==> src/rtl/core/mexp_pkg.sv <==
// Shared definitions for the modular exponentiation unit.
// Holds widths, the sequencer state type and the sequencer status struct.
// No dependencies.
`timescale 1ns / 1ps

package mexp_pkg;

    localparam int WIDTH  = 32;
    localparam int CNT_W  = $clog2(WIDTH);
    localparam int IN_W   = ((3 * WIDTH + 7) / 8) * 8;
    localparam int OUT_W  = ((WIDTH + 7) / 8) * 8;

    typedef enum logic [2:0] {
        ST_IDLE,
        ST_REDUCE,
        ST_MUL_ACC,
        ST_SQUARE,
        ST_FINISH
    } seq_state_t;

    typedef struct packed {
        logic ready;
        logic done;
    } seq_status_t;

endpackage

==> src/rtl/core/mexp_modmul.sv <==
// Bit-serial modular multiplier: (a * b) mod m, one multiplier bit per cycle.
// MSB-first double-and-add with a single conditional subtract after each half step.
// Depends on mexp_pkg.
`timescale 1ns / 1ps

module mexp_modmul
(
    input  logic                        clk,
    input  logic                        rst_n,
    input  logic                        start,
    input  logic [mexp_pkg::WIDTH-1:0]  op_a,
    input  logic [mexp_pkg::WIDTH-1:0]  op_b,
    input  logic [mexp_pkg::WIDTH-1:0]  modulus,
    output logic                        done,
    output logic [mexp_pkg::WIDTH-1:0]  product
);

    logic                        run_reg, run_next;
    logic                        done_reg, done_next;
    logic [mexp_pkg::CNT_W-1:0]  cnt_reg, cnt_next;
    logic [mexp_pkg::WIDTH-1:0]  acc_reg, acc_next;
    logic [mexp_pkg::WIDTH-1:0]  a_reg, a_next;
    logic [mexp_pkg::WIDTH-1:0]  b_reg, b_next;

    logic [mexp_pkg::WIDTH:0]    mod_ext;
    logic [mexp_pkg::WIDTH:0]    dbl;
    logic [mexp_pkg::WIDTH:0]    dbl_red;
    logic [mexp_pkg::WIDTH:0]    addend;
    logic [mexp_pkg::WIDTH:0]    sum;
    logic [mexp_pkg::WIDTH:0]    sum_red;

    // One step: acc = 2*acc mod m, then acc = acc + (bit ? a : 0) mod m
    always_comb
    begin
        mod_ext = {1'b0, modulus};
        dbl     = {acc_reg, 1'b0};
        dbl_red = (dbl >= mod_ext) ? (dbl - mod_ext) : dbl;
        addend  = b_reg[mexp_pkg::WIDTH-1] ? {1'b0, a_reg} : '0;
        sum     = dbl_red + addend;
        sum_red = (sum >= mod_ext) ? (sum - mod_ext) : sum;
    end

    always_comb
    begin
        run_next  = run_reg;
        done_next = 1'b0;
        cnt_next  = cnt_reg;
        acc_next  = acc_reg;
        a_next    = a_reg;
        b_next    = b_reg;
        if (!run_reg && start)
        begin
            run_next = 1'b1;
            cnt_next = '0;
            acc_next = '0;
            a_next   = op_a;
            b_next   = op_b;
        end
        else if (run_reg)
        begin
            acc_next = sum_red[mexp_pkg::WIDTH-1:0];
            b_next   = {b_reg[mexp_pkg::WIDTH-2:0], 1'b0};
            cnt_next = cnt_reg + 1'b1;
            if (cnt_reg == mexp_pkg::CNT_W'(mexp_pkg::WIDTH - 1))
            begin
                run_next  = 1'b0;
                done_next = 1'b1;
            end
        end
    end

    always_ff @(posedge clk or negedge rst_n)
    begin
        if (!rst_n)
        begin
            run_reg  <= 1'b0;
            done_reg <= 1'b0;
            cnt_reg  <= '0;
        end
        else
        begin
            run_reg  <= run_next;
            done_reg <= done_next;
            cnt_reg  <= cnt_next;
        end
    end

    always_ff @(posedge clk)
    begin
        acc_reg <= acc_next;
        a_reg   <= a_next;
        b_reg   <= b_next;
    end

    assign done    = done_reg;
    assign product = acc_reg;

endmodule

==> src/rtl/core/mexp_seq.sv <==
// Square-and-multiply sequencer around one shared modular multiplier.
// Scans the exponent from its LSB, reducing the base first.
// Depends on mexp_pkg and mexp_modmul.
`timescale 1ns / 1ps

module mexp_seq
(
    input  logic                        clk,
    input  logic                        rst_n,
    input  logic                        start,
    input  logic [mexp_pkg::WIDTH-1:0]  base_value,
    input  logic [mexp_pkg::WIDTH-1:0]  exponent,
    input  logic [mexp_pkg::WIDTH-1:0]  modulus,
    input  logic                        out_free,
    output mexp_pkg::seq_status_t       status,
    output logic [mexp_pkg::WIDTH-1:0]  power_result,
    output logic                        bad_modulus
);

    mexp_pkg::seq_state_t        state_reg, state_next;
    logic                        issued_reg, issued_next;
    logic                        bad_reg, bad_next;
    logic [mexp_pkg::WIDTH-1:0]  base_reg, base_next;
    logic [mexp_pkg::WIDTH-1:0]  exp_reg, exp_next;
    logic [mexp_pkg::WIDTH-1:0]  mod_reg, mod_next;
    logic [mexp_pkg::WIDTH-1:0]  acc_reg, acc_next;

    logic                        mul_start;
    logic [mexp_pkg::WIDTH-1:0]  mul_a;
    logic [mexp_pkg::WIDTH-1:0]  mul_b;
    logic                        mul_done;
    logic [mexp_pkg::WIDTH-1:0]  mul_res;
    logic [mexp_pkg::WIDTH-1:0]  exp_shr;

    localparam logic [mexp_pkg::WIDTH-1:0] ONE = mexp_pkg::WIDTH'(1);

    mexp_modmul u_modmul
    (
        .clk     (clk),
        .rst_n   (rst_n),
        .start   (mul_start),
        .op_a    (mul_a),
        .op_b    (mul_b),
        .modulus (mod_reg),
        .done    (mul_done),
        .product (mul_res)
    );

    assign exp_shr = {1'b0, exp_reg[mexp_pkg::WIDTH-1:1]};

    // Next state and datapath registers
    always_comb
    begin
        state_next  = state_reg;
        issued_next = issued_reg;
        bad_next    = bad_reg;
        base_next   = base_reg;
        exp_next    = exp_reg;
        mod_next    = mod_reg;
        acc_next    = acc_reg;
        if (mul_start)
            issued_next = 1'b1;
        unique case (state_reg)
            mexp_pkg::ST_IDLE:
            begin
                if (start)
                begin
                    base_next = base_value;
                    exp_next  = exponent;
                    mod_next  = modulus;
                    acc_next  = ONE;
                    bad_next  = (modulus == '0);
                    if (modulus == '0)
                    begin
                        acc_next   = '0;
                        state_next = mexp_pkg::ST_FINISH;
                    end
                    else
                        state_next = mexp_pkg::ST_REDUCE;
                end
            end
            mexp_pkg::ST_REDUCE:
            begin
                if (mul_done)
                begin
                    issued_next = 1'b0;
                    base_next   = mul_res;
                    if (exp_reg == '0)
                        state_next = mexp_pkg::ST_FINISH;
                    else if (exp_reg[0])
                        state_next = mexp_pkg::ST_MUL_ACC;
                    else
                        state_next = mexp_pkg::ST_SQUARE;
                end
            end
            mexp_pkg::ST_MUL_ACC:
            begin
                if (mul_done)
                begin
                    issued_next = 1'b0;
                    acc_next    = mul_res;
                    // skip the trailing square once no set bit remains
                    if (exp_shr == '0)
                        state_next = mexp_pkg::ST_FINISH;
                    else
                        state_next = mexp_pkg::ST_SQUARE;
                end
            end
            mexp_pkg::ST_SQUARE:
            begin
                if (mul_done)
                begin
                    issued_next = 1'b0;
                    base_next   = mul_res;
                    exp_next    = exp_shr;
                    if (exp_shr[0])
                        state_next = mexp_pkg::ST_MUL_ACC;
                    else
                        state_next = mexp_pkg::ST_SQUARE;
                end
            end
            mexp_pkg::ST_FINISH:
            begin
                if (out_free)
                    state_next = mexp_pkg::ST_IDLE;
            end
            default:
                state_next = mexp_pkg::ST_IDLE;
        endcase
    end

    // Outputs: operand select, multiplier launch and status
    always_comb
    begin
        mul_start     = 1'b0;
        mul_a         = base_reg;
        mul_b         = base_reg;
        status.ready  = 1'b0;
        status.done   = 1'b0;
        unique case (state_reg)
            mexp_pkg::ST_IDLE:
                status.ready = 1'b1;
            mexp_pkg::ST_REDUCE:
            begin
                mul_start = !issued_reg;
                mul_a     = ONE;
            end
            mexp_pkg::ST_MUL_ACC:
            begin
                mul_start = !issued_reg;
                mul_a     = acc_reg;
            end
            mexp_pkg::ST_SQUARE:
                mul_start = !issued_reg;
            mexp_pkg::ST_FINISH:
                status.done = 1'b1;
            default:
                status.ready = 1'b0;
        endcase
    end

    always_ff @(posedge clk or negedge rst_n)
    begin
        if (!rst_n)
        begin
            state_reg  <= mexp_pkg::ST_IDLE;
            issued_reg <= 1'b0;
        end
        else
        begin
            state_reg  <= state_next;
            issued_reg <= issued_next;
        end
    end

    always_ff @(posedge clk)
    begin
        bad_reg  <= bad_next;
        base_reg <= base_next;
        exp_reg  <= exp_next;
        mod_reg  <= mod_next;
        acc_reg  <= acc_next;
    end

    assign power_result = acc_reg;
    assign bad_modulus  = bad_reg;

endmodule

==> src/rtl/core/modular_exponentiation_unit.sv <==
// Top level of the modular exponentiation unit: stream ports and result register.
// Depends on mexp_pkg and mexp_seq.
//
// Computes base^exponent mod modulus by right-to-left binary square-and-multiply.
// One request is taken at a time; s_axis_tready is high only while the sequencer
// is idle, but a finished result may still wait in the output register. Each
// modular multiplication runs on one shared bit-serial unit. A request costs one
// reduction of the base plus, per exponent bit up to the highest set one, one
// square (not after the top bit) and one multiply for each set bit. A zero modulus
// returns at once with bad_modulus set and a result of 0; a zero exponent gives 1.
`timescale 1ns / 1ps

module modular_exponentiation_unit
(
    input  logic                        clk,
    input  logic                        rst_n,
    input  logic                        s_axis_tvalid,
    output logic                        s_axis_tready,
    // base_value, exponent, modulus (from bit 0 up)
    input  logic [mexp_pkg::IN_W-1:0]   s_axis_tdata,
    output logic                        m_axis_tvalid,
    input  logic                        m_axis_tready,
    // power_result (from bit 0 up)
    output logic [mexp_pkg::OUT_W-1:0]  m_axis_tdata,
    // bad_modulus
    output logic                        m_axis_tuser
);

    localparam int W = mexp_pkg::WIDTH;

    mexp_pkg::seq_status_t  status;
    logic                   start;
    logic                   out_free;
    logic                   load;
    logic [W-1:0]           seq_result;
    logic                   seq_bad;

    logic                   out_valid_reg, out_valid_next;
    logic [W-1:0]           out_data_reg, out_data_next;
    logic                   out_bad_reg, out_bad_next;

    assign start    = s_axis_tvalid && status.ready;
    assign out_free = !out_valid_reg || m_axis_tready;
    assign load     = status.done && out_free;

    mexp_seq u_seq
    (
        .clk          (clk),
        .rst_n        (rst_n),
        .start        (start),
        .base_value   (s_axis_tdata[W-1:0]),
        .exponent     (s_axis_tdata[2*W-1:W]),
        .modulus      (s_axis_tdata[3*W-1:2*W]),
        .out_free     (out_free),
        .status       (status),
        .power_result (seq_result),
        .bad_modulus  (seq_bad)
    );

    // Hold the result until the downstream side takes it
    always_comb
    begin
        out_valid_next = out_valid_reg;
        out_data_next  = out_data_reg;
        out_bad_next   = out_bad_reg;
        if (m_axis_tready)
            out_valid_next = 1'b0;
        if (load)
        begin
            out_valid_next = 1'b1;
            out_data_next  = seq_result;
            out_bad_next   = seq_bad;
        end
    end

    always_ff @(posedge clk or negedge rst_n)
    begin
        if (!rst_n)
            out_valid_reg <= 1'b0;
        else
            out_valid_reg <= out_valid_next;
    end

    always_ff @(posedge clk)
    begin
        out_data_reg <= out_data_next;
        out_bad_reg  <= out_bad_next;
    end

    assign s_axis_tready = status.ready;
    assign m_axis_tvalid = out_valid_reg;
    assign m_axis_tdata  = mexp_pkg::OUT_W'(out_data_reg);
    assign m_axis_tuser  = out_bad_reg;

endmodule

==> config.mk <==
export PLATFORM = sky130hd
export DESIGN_NAME = modular_exponentiation_unit
export DESIGN_NICKNAME = d
export VERILOG_FILES = /design/src/rtl/core/mexp_pkg.sv /design/src/rtl/core/mexp_modmul.sv /design/src/rtl/core/mexp_seq.sv /design/src/rtl/core/modular_exponentiation_unit.sv
export SDC_FILE = /design/constraint.sdc
export NUM_CORES = 1
export LEC_CHECK = 0
export BUFFER_PORTS_ARGS = -buffer_cell sky130_fd_sc_hd__buf_2
export CELL_PAD_IN_SITES_DETAIL_PLACEMENT = 0
export CELL_PAD_IN_SITES_GLOBAL_PLACEMENT = 1
export CORE_MARGIN = 2
export CORE_UTILIZATION = 52
export DETAILED_ROUTE_END_ITERATION = 8
export PLACE_DENSITY = 0.83
export REMOVE_ABC_BUFFERS = 1
export SKIP_CTS_REPAIR_TIMING = 1
export SLEW_MARGIN = 20
export SYNTH_ARGS = -nofsm -noshare
export SYNTH_HDL_FRONTEND = slang
export SYNTH_SLANG_ARGS = --single-unit
==> constraint.sdc <==
create_clock -name clk -period 17.54 [get_ports clk]
set_clock_uncertainty 0.15 [all_clocks]
set_input_delay 0 -clock clk [delete_from_list [all_inputs] [get_ports clk]]
set_output_delay 0 -clock clk [all_outputs]
set_load 0.05 [all_outputs]
======== Yosys cells after proc, flatten, opt, wreduce, memory -nomap -nowiden ========
Index checks and enable logic that the tools add are counted.
storage, ports and cells
  ROM bits ................................ 0
  output and inout port bits .............. 35
  memory bits (writable) .................. 0
  flip-flop bits (word level) ............. 270
  latch bits .............................. 0
  logic and storage cells ................. 98
  memories kept ........................... 0
  input port bits ......................... 100
cells by class
  multiply operators ...................... 0
  add/subtract/negate cells ............... 4
  equality and inequality tests ........... 11
  muxes and demuxes ....................... 42
  bitwise operators ....................... 0
  order comparisons ....................... 2
  shifts and indexed selects .............. 0
  divide/modulo/power cells ............... 0
  reduce and logical (&&, ||, !) cells .... 23
operator list
  kind                                                                   number
  32-bit 2-to-1 mux                                                      9
  32-bit one-hot mux with 2 select lines                                 4
  32-bit zero test                                                       3
  33-bit by 32-bit >= comparator with 1-bit output                       2
  33-bit by 32-bit adder with 33-bit output                              1
  33-bit 2-to-1 mux                                                      1
  33-bit by 32-bit subtractor with 33-bit output                         1
  32-bit subtractor                                                      1
  3-bit 2-to-1 mux                                                       8
  1-bit 2-to-1 mux                                                       17
  3-bit one-hot mux with 5 select lines                                  1
  5-bit 2-to-1 mux                                                       2
  2-bit != test, second input constant                                   5
  2-bit nonzero test                                                     5
  3-bit AND reduction                                                    3
  3-bit by 2-bit equality test with 1-bit output, second input constant  2
  5-bit by 1-bit adder with 5-bit output, second input constant          1
  5-bit equality test, second input constant                             1
  5-bit AND reduction                                                    1
  3-bit by 1-bit equality test with 1-bit output, second input constant  1
  3-bit equality test, second input constant                             1
  1-bit logical AND                                                      3
  1-bit zero test                                                        3
  3-bit zero test                                                        1
  5 further kinds                                                        5

======== Depth between registers and ports, before layout ========
  word-level depth ........................ 6
  gate-level depth with buffers ........... 36
  gate-level depth less buffers ........... 33

======== Modules after synthesis ========
Synthesis repeated with hierarchy kept, for this count alone.
unflattened totals
  cell total of the unflattened synthesis .. 1548
  area total of the unflattened synthesis .. 16410.7 µm²
modules (own cells, without submodules)
  module                       instances  area an instance (µm²)  cells an instance
  mexp_modmul                  1          9590.4                  1103
  mexp_seq                     1          5769.3                  407
  modular_exponentiation_unit  1          1051.0                  38

======== Worst setup path after synthesis ========
Ideal clock, no wire load.
  kind .................................... register to register
  start ................................... register u_seq.mod_reg[20] in the netlist's numbering
  end ..................................... register u_seq.u_modmul.acc_reg (netlist bit u_seq.u_modmul.product[22])
  stages on the path, launching flop included .. 34
  slack ................................... 10.457 ns
  clock period less this slack ............ 7.083 ns
  required time ........................... 17.267 ns
  setup time .............................. 0.123 ns
  data arrival time ....................... 6.811 ns
  cell sequence ........................... edfxtp_1 inv_1 ha_1 and4_4 nand2_1 or3_1 a2111oi_1 nor2b_1 nor2_1 clkinv_1 clkbuf_1 nand2_1 o21ai_0 ha_1 a21o_1 or3_1 o221a_2 and3_1 o21ai_0 nand2_1 a21oi_1 xnor2_1 ha_1 a21o_1 o21bai_1 a2111oi_0 o211ai_1 a21oi_1 o31ai_1 a21boi_1 clkbuf_1 nor2_1 a22oi_1 nand3_1
on the way
  word-level cells in the longest chain between the ends .. 5
  elaborated cells between the ends (all ways) .. 7
RTL lines
  what                                                                                                                       RTL line           source
  from (decl)                                                                                                                mexp_seq.sv:25     logic [mexp_pkg::WIDTH-1:0] mod_reg, mod_next;
  from (signal assigned)                                                                                                     mexp_seq.sv:181    mod_reg <= mod_next;
  33-bit by 32-bit subtractor with 33-bit output / 33-bit by 32-bit >= comparator with 1-bit output (equally long branches)  mexp_modmul.sv:37  dbl_red = (dbl >= mod_ext) ? (dbl - mod_ext) : dbl;
  33-bit 2-to-1 mux                                                                                                          mexp_modmul.sv:37
  33-bit by 32-bit adder with 33-bit output                                                                                  mexp_modmul.sv:39  sum = dbl_red + addend;
  32-bit subtractor / 33-bit by 32-bit >= comparator with 1-bit output (equally long branches)                               mexp_modmul.sv:40  sum_red = (sum >= mod_ext) ? (sum - mod_ext) : sum;
  32-bit 2-to-1 mux (*)                                                                                                      mexp_modmul.sv:40
  to (signal assigned)                                                                                                       mexp_modmul.sv:90  acc_reg <= acc_next;
  to (decl)                                                                                                                  mexp_modmul.sv:21  logic [mexp_pkg::WIDTH-1:0] acc_reg, acc_next;
Every way passes the cells marked *; elsewhere a longest branch is shown, timed or not.
A chain may end at the register's enable or synchronous reset.

======== Worst setup path after layout ========
  start ................................... register u_seq.u_modmul.acc_reg (netlist bit u_seq.u_modmul.product[2])
  end ..................................... register u_seq.u_modmul.acc_reg (netlist bit u_seq.u_modmul.product[17])
on the way
  word-level cells in the longest chain between the ends .. 5
  elaborated cells between the ends (all ways) .. 7
RTL lines
  what                                                                                                                       RTL line
  33-bit by 32-bit subtractor with 33-bit output / 33-bit by 32-bit >= comparator with 1-bit output (equally long branches)  mexp_modmul.sv:37
  33-bit 2-to-1 mux (*)                                                                                                      mexp_modmul.sv:37
  33-bit by 32-bit adder with 33-bit output (*)                                                                              mexp_modmul.sv:39
  32-bit subtractor / 33-bit by 32-bit >= comparator with 1-bit output (equally long branches)                               mexp_modmul.sv:40
  32-bit 2-to-1 mux (*)                                                                                                      mexp_modmul.sv:40
Marks and branches as above.

==> summary.json <==
{
  "die_w": {"value": 180, "unit": "µm"},
  "detail_route.vias_per_cell": {"value": 6.01},
  "place.port_buffers": {"value": 134},
  "element_type_at_the_critical_path_start": {"value": "flip-flop"},
  "synthFlopType": {"value": "edfxtp_1"},
  "slowest_cell_on_crit_path": {"value": "nor3_1"},
  "ff2ff_setup_slack": {"value": 7.64, "unit": "ns"},
  "total_routed_length": {"value": 48.2, "unit": "mm"},
  "postRouteAntennaNets": {"value": 0},
  "place.detailed.hpwl": {"value": 33.0, "unit": "mm"},
  "hold_violation_total_from_the_final_report": {"value": 0},
  "layout.filler_cells": {"value": 2538},
  "initialDrtViolationCount": {"value": 1015},
  "via_count": {"value": 13200},
  "period_needed": {"value": 9.90, "unit": "ns"},
  "worst-path-max-fanout": {"value": 48},
  "most-common-layout-cells": {"value": "edfxtp_1 (226), nand2_1 (186), buf_2 (134)"},
  "num_cts_buffers": {"value": 28},
  "num_rows": {"value": 64},
  "report.final.slew_viol_count": {"value": 0},
  "layout-drive-gt1-share": {"value": 15.4, "unit": "%"},
  "tritoncts_clock_tree": {"value": "built"},
  "clock_tree.root_cell": {"value": "clkbuf_16"},
  "setup_repair_after_global_routing_missed_its_margin": {"value": "false"},
  "seq_area_frac_synth": {"value": 47.7, "unit": "%"},
  "number_of_global_route_vias_before_repair": {"value": 12500},
  "clk_sinks": {"value": 270},
  "syn_to_final_growth": {"value": 18.6, "unit": "%"},
  "wire_length_per_cell": {"value": 21.9, "unit": "µm"},
  "max_freq": {"value": 0.101, "unit": "GHz"},
  "worstMarginPinSlew": {"value": 1.10, "unit": "ns"},
  "synth-async-reset-ratio": {"value": 4.44, "unit": "%"},
  "ioPinCount": {"value": 135},
  "floorplan.core_area": {"value": 30700, "unit": "µm²"},
  "slew_headroom": {"value": 26.0, "unit": "%"},
  "cp.arrival": {"value": 10.15, "unit": "ns"},
  "die_area": {"value": 32600, "unit": "µm²"},
  "grt_pass1_wl": {"value": 70.7, "unit": "mm"},
  "gp_congestion": {"value": 0.922},
  "synth_cells": {"value": 1564},
  "drcViolationCount": {"value": 0},
  "path_class": {"value": "flip-flop to flip-flop"},
  "min_path_type": {"value": "input pin to flip-flop"},
  "startpoint": {"value": "u_seq.u_modmul.product[2]$_SDFFE_PP0P_"},
  "timing.final.crit_share": {"value": 56.4, "unit": "%"},
  "final-setup-viol-count": {"value": 0},
  "status": {"value": "completed"},
  "htree_num_levels": {"value": 1},
  "rr_startpoint": {"value": "u_seq.u_modmul.product[2]$_SDFFE_PP0P_"},
  "dieHeight": {"value": 180, "unit": "µm"},
  "multiInputGateArea": {"value": 7990, "unit": "µm²"},
  "synth_cell_type_count": {"value": 73},
  "grt_overflow": {"value": 0},
  "clk_slew_on_worst_s_h_paths": {"value": 0.06, "unit": "ns"},
  "starting_density_of_the_core": {"value": 52.8, "unit": "%"},
  "critical_path.endpoint_type": {"value": "flip-flop"},
  "setup-tns-final": {"value": 0, "unit": "ns"},
  "synth_area_per_cell": {"value": 10.4, "unit": "µm²"},
  "synth.yosys.warnings": {"value": 0},
  "ant_cells": {"value": 0},
  "grt_start_max_net_pins": {"value": 60},
  "worstSkewPairLatency": {"value": 0.56, "unit": "ns"},
  "crit_required": {"value": 17.79, "unit": "ns"},
  "critical_path.max_stage_delay": {"value": 0.92, "unit": "ns"},
  "layout_commonest_cell": {"value": "edfxtp_1"},
  "ff2ff_path_depth": {"value": 31},
  "antenna_found_initial": {"value": 0},
  "max_cap_violations": {"value": 0},
  "synth_area": {"value": 16200, "unit": "µm²"},
  "grt_use_total": {"value": 27.7, "unit": "%"},
  "seq_area": {"value": 7730, "unit": "µm²"},
  "drt_pre_antenna_iters": {"value": 5},
  "cts_max_path_buffers": {"value": 3},
  "synth-edff-count": {"value": 226},
  "critical_path.endpoint": {"value": "u_seq.u_modmul.product[17]$_SDFFE_PP0P_"},
  "number_of_nets_in_the_layout": {"value": 1988},
  "ys_ff_latch": {"value": 270},
  "worst_hold_slack": {"value": 0.0243, "unit": "ns"},
  "critical_path.reg2reg.endpoint": {"value": "u_seq.u_modmul.product[17]$_SDFFE_PP0P_"}
}
[worst max-delay path: cells and delay by family, from the launching register on]
family,cells,cell delay (ns)
compound gates,17,5.17
xor+xnor,1,0.12
fa+ha+maj,3,0.94
buf+inv,2,0.58
flops,1,0.47
simple gates,8,2.31
[cell usage after synthesis (4+ instances only)]
master	n	area, µm²
edfxtp_1	226	6790
nand2_1	186	698
a21oi_1	108	541
ha_1	98	1230
nor2_1	84	315
o21ai_0	83	415
inv_1	76	285
and2_1	65	407
mux2_2	62	698
xnor2_1	50	438
clkbuf_1	48	180
a21o_1	37	278
dfxtp_1	32	641
a22o_1	31	272
nand3_1	30	150
xor2_1	28	245
a211oi_1	25	188
nor4_1	21	131
nor3_1	19	95.1
nor2b_1	18	113
nand4_1	16	100
o21a_1	15	113
or3_1	15	93.8
and3_1	14	87.6
o211ai_1	14	105
o31ai_1	14	105
dfrtp_1	12	300
nand2b_1	12	75.1
a221o_1	11	110
o221ai_1	10	87.6
a31oi_1	9	56.3
o21bai_1	8	60.1
a21boi_0	5	37.5
o2111ai_1	5	43.8
buf_1	4	15.0
buf_2	4	20.0
o22ai_1	4	25.0
or2_2	4	25.0
[through the flow]
stage / instance area (µm²) / utilization, % / worst slack [ns] / std cells
after floorplan: 16000 / - / 8.98 / 1506
after global placement: 17300 / 56.4 / 7.95 / 2052
after detailed placement: 17300 / 56.4 / 7.88 / 2052
after CTS: 18200 / 59.3 / 7.82 / 2102
after global routing: 19200 / 62.6 / 7.09 / 2203
final: 19200 / 62.6 / 7.64 / 2203
[cell type report]
type	instances	share of cell area (%)
Clock inverter	18	0.827
Timing Repair Buffer	251	9.43
Sequential cell	270	40.2
Tap cell	396	2.58
Inverter	77	1.50
Multi-Input combinational cell	1159	41.6
Clock buffer	32	3.84
[worst min-delay path by stage]
| stage | start | end | cells after the start |
|---|---|---|---|
| floorplan | rst_n | asynchronous set/reset pin | 0 |
| global placement | rst_n | m_axis_tvalid$_DFFE_PN0P_ | 1 |
| detailed placement | rst_n | m_axis_tvalid$_DFFE_PN0P_ | 1 |
| CTS | rst_n | u_seq.state_reg[2]$_DFFE_PN0P_ | 1 |
| global route | s_axis_tdata[67] | u_seq.mod_reg[3]$_DFFE_PP_ | 2 |
| finish | s_axis_tdata[74] | u_seq.mod_reg[10]$_DFFE_PP_ | 2 |
[cell families after synthesis]
family | after synthesis | synth area share [%]
compound gates | 420 | 17.4
xor+xnor | 81 | 4.59
fa+ha+maj | 101 | 7.94
buf+inv | 135 | 3.21
flops | 270 | 47.7
mux | 62 | 4.31
simple gates | 495 | 14.8
[layer usage]
metal	global-route usage (%)	wire, µm	part of all wire, %	vias up
met4	9.65	1760	3.7	0
met5	0	0	0	-
met1	39.0	21400	44	6421
met2	43.9	22100	46	458
li1	-	-	-	6271
met3	4.24	2960	6.1	97
Power is left out: the tool's default activity adds up to more than one toggle a clock period on the data nets, which glitch-free logic cannot reach.
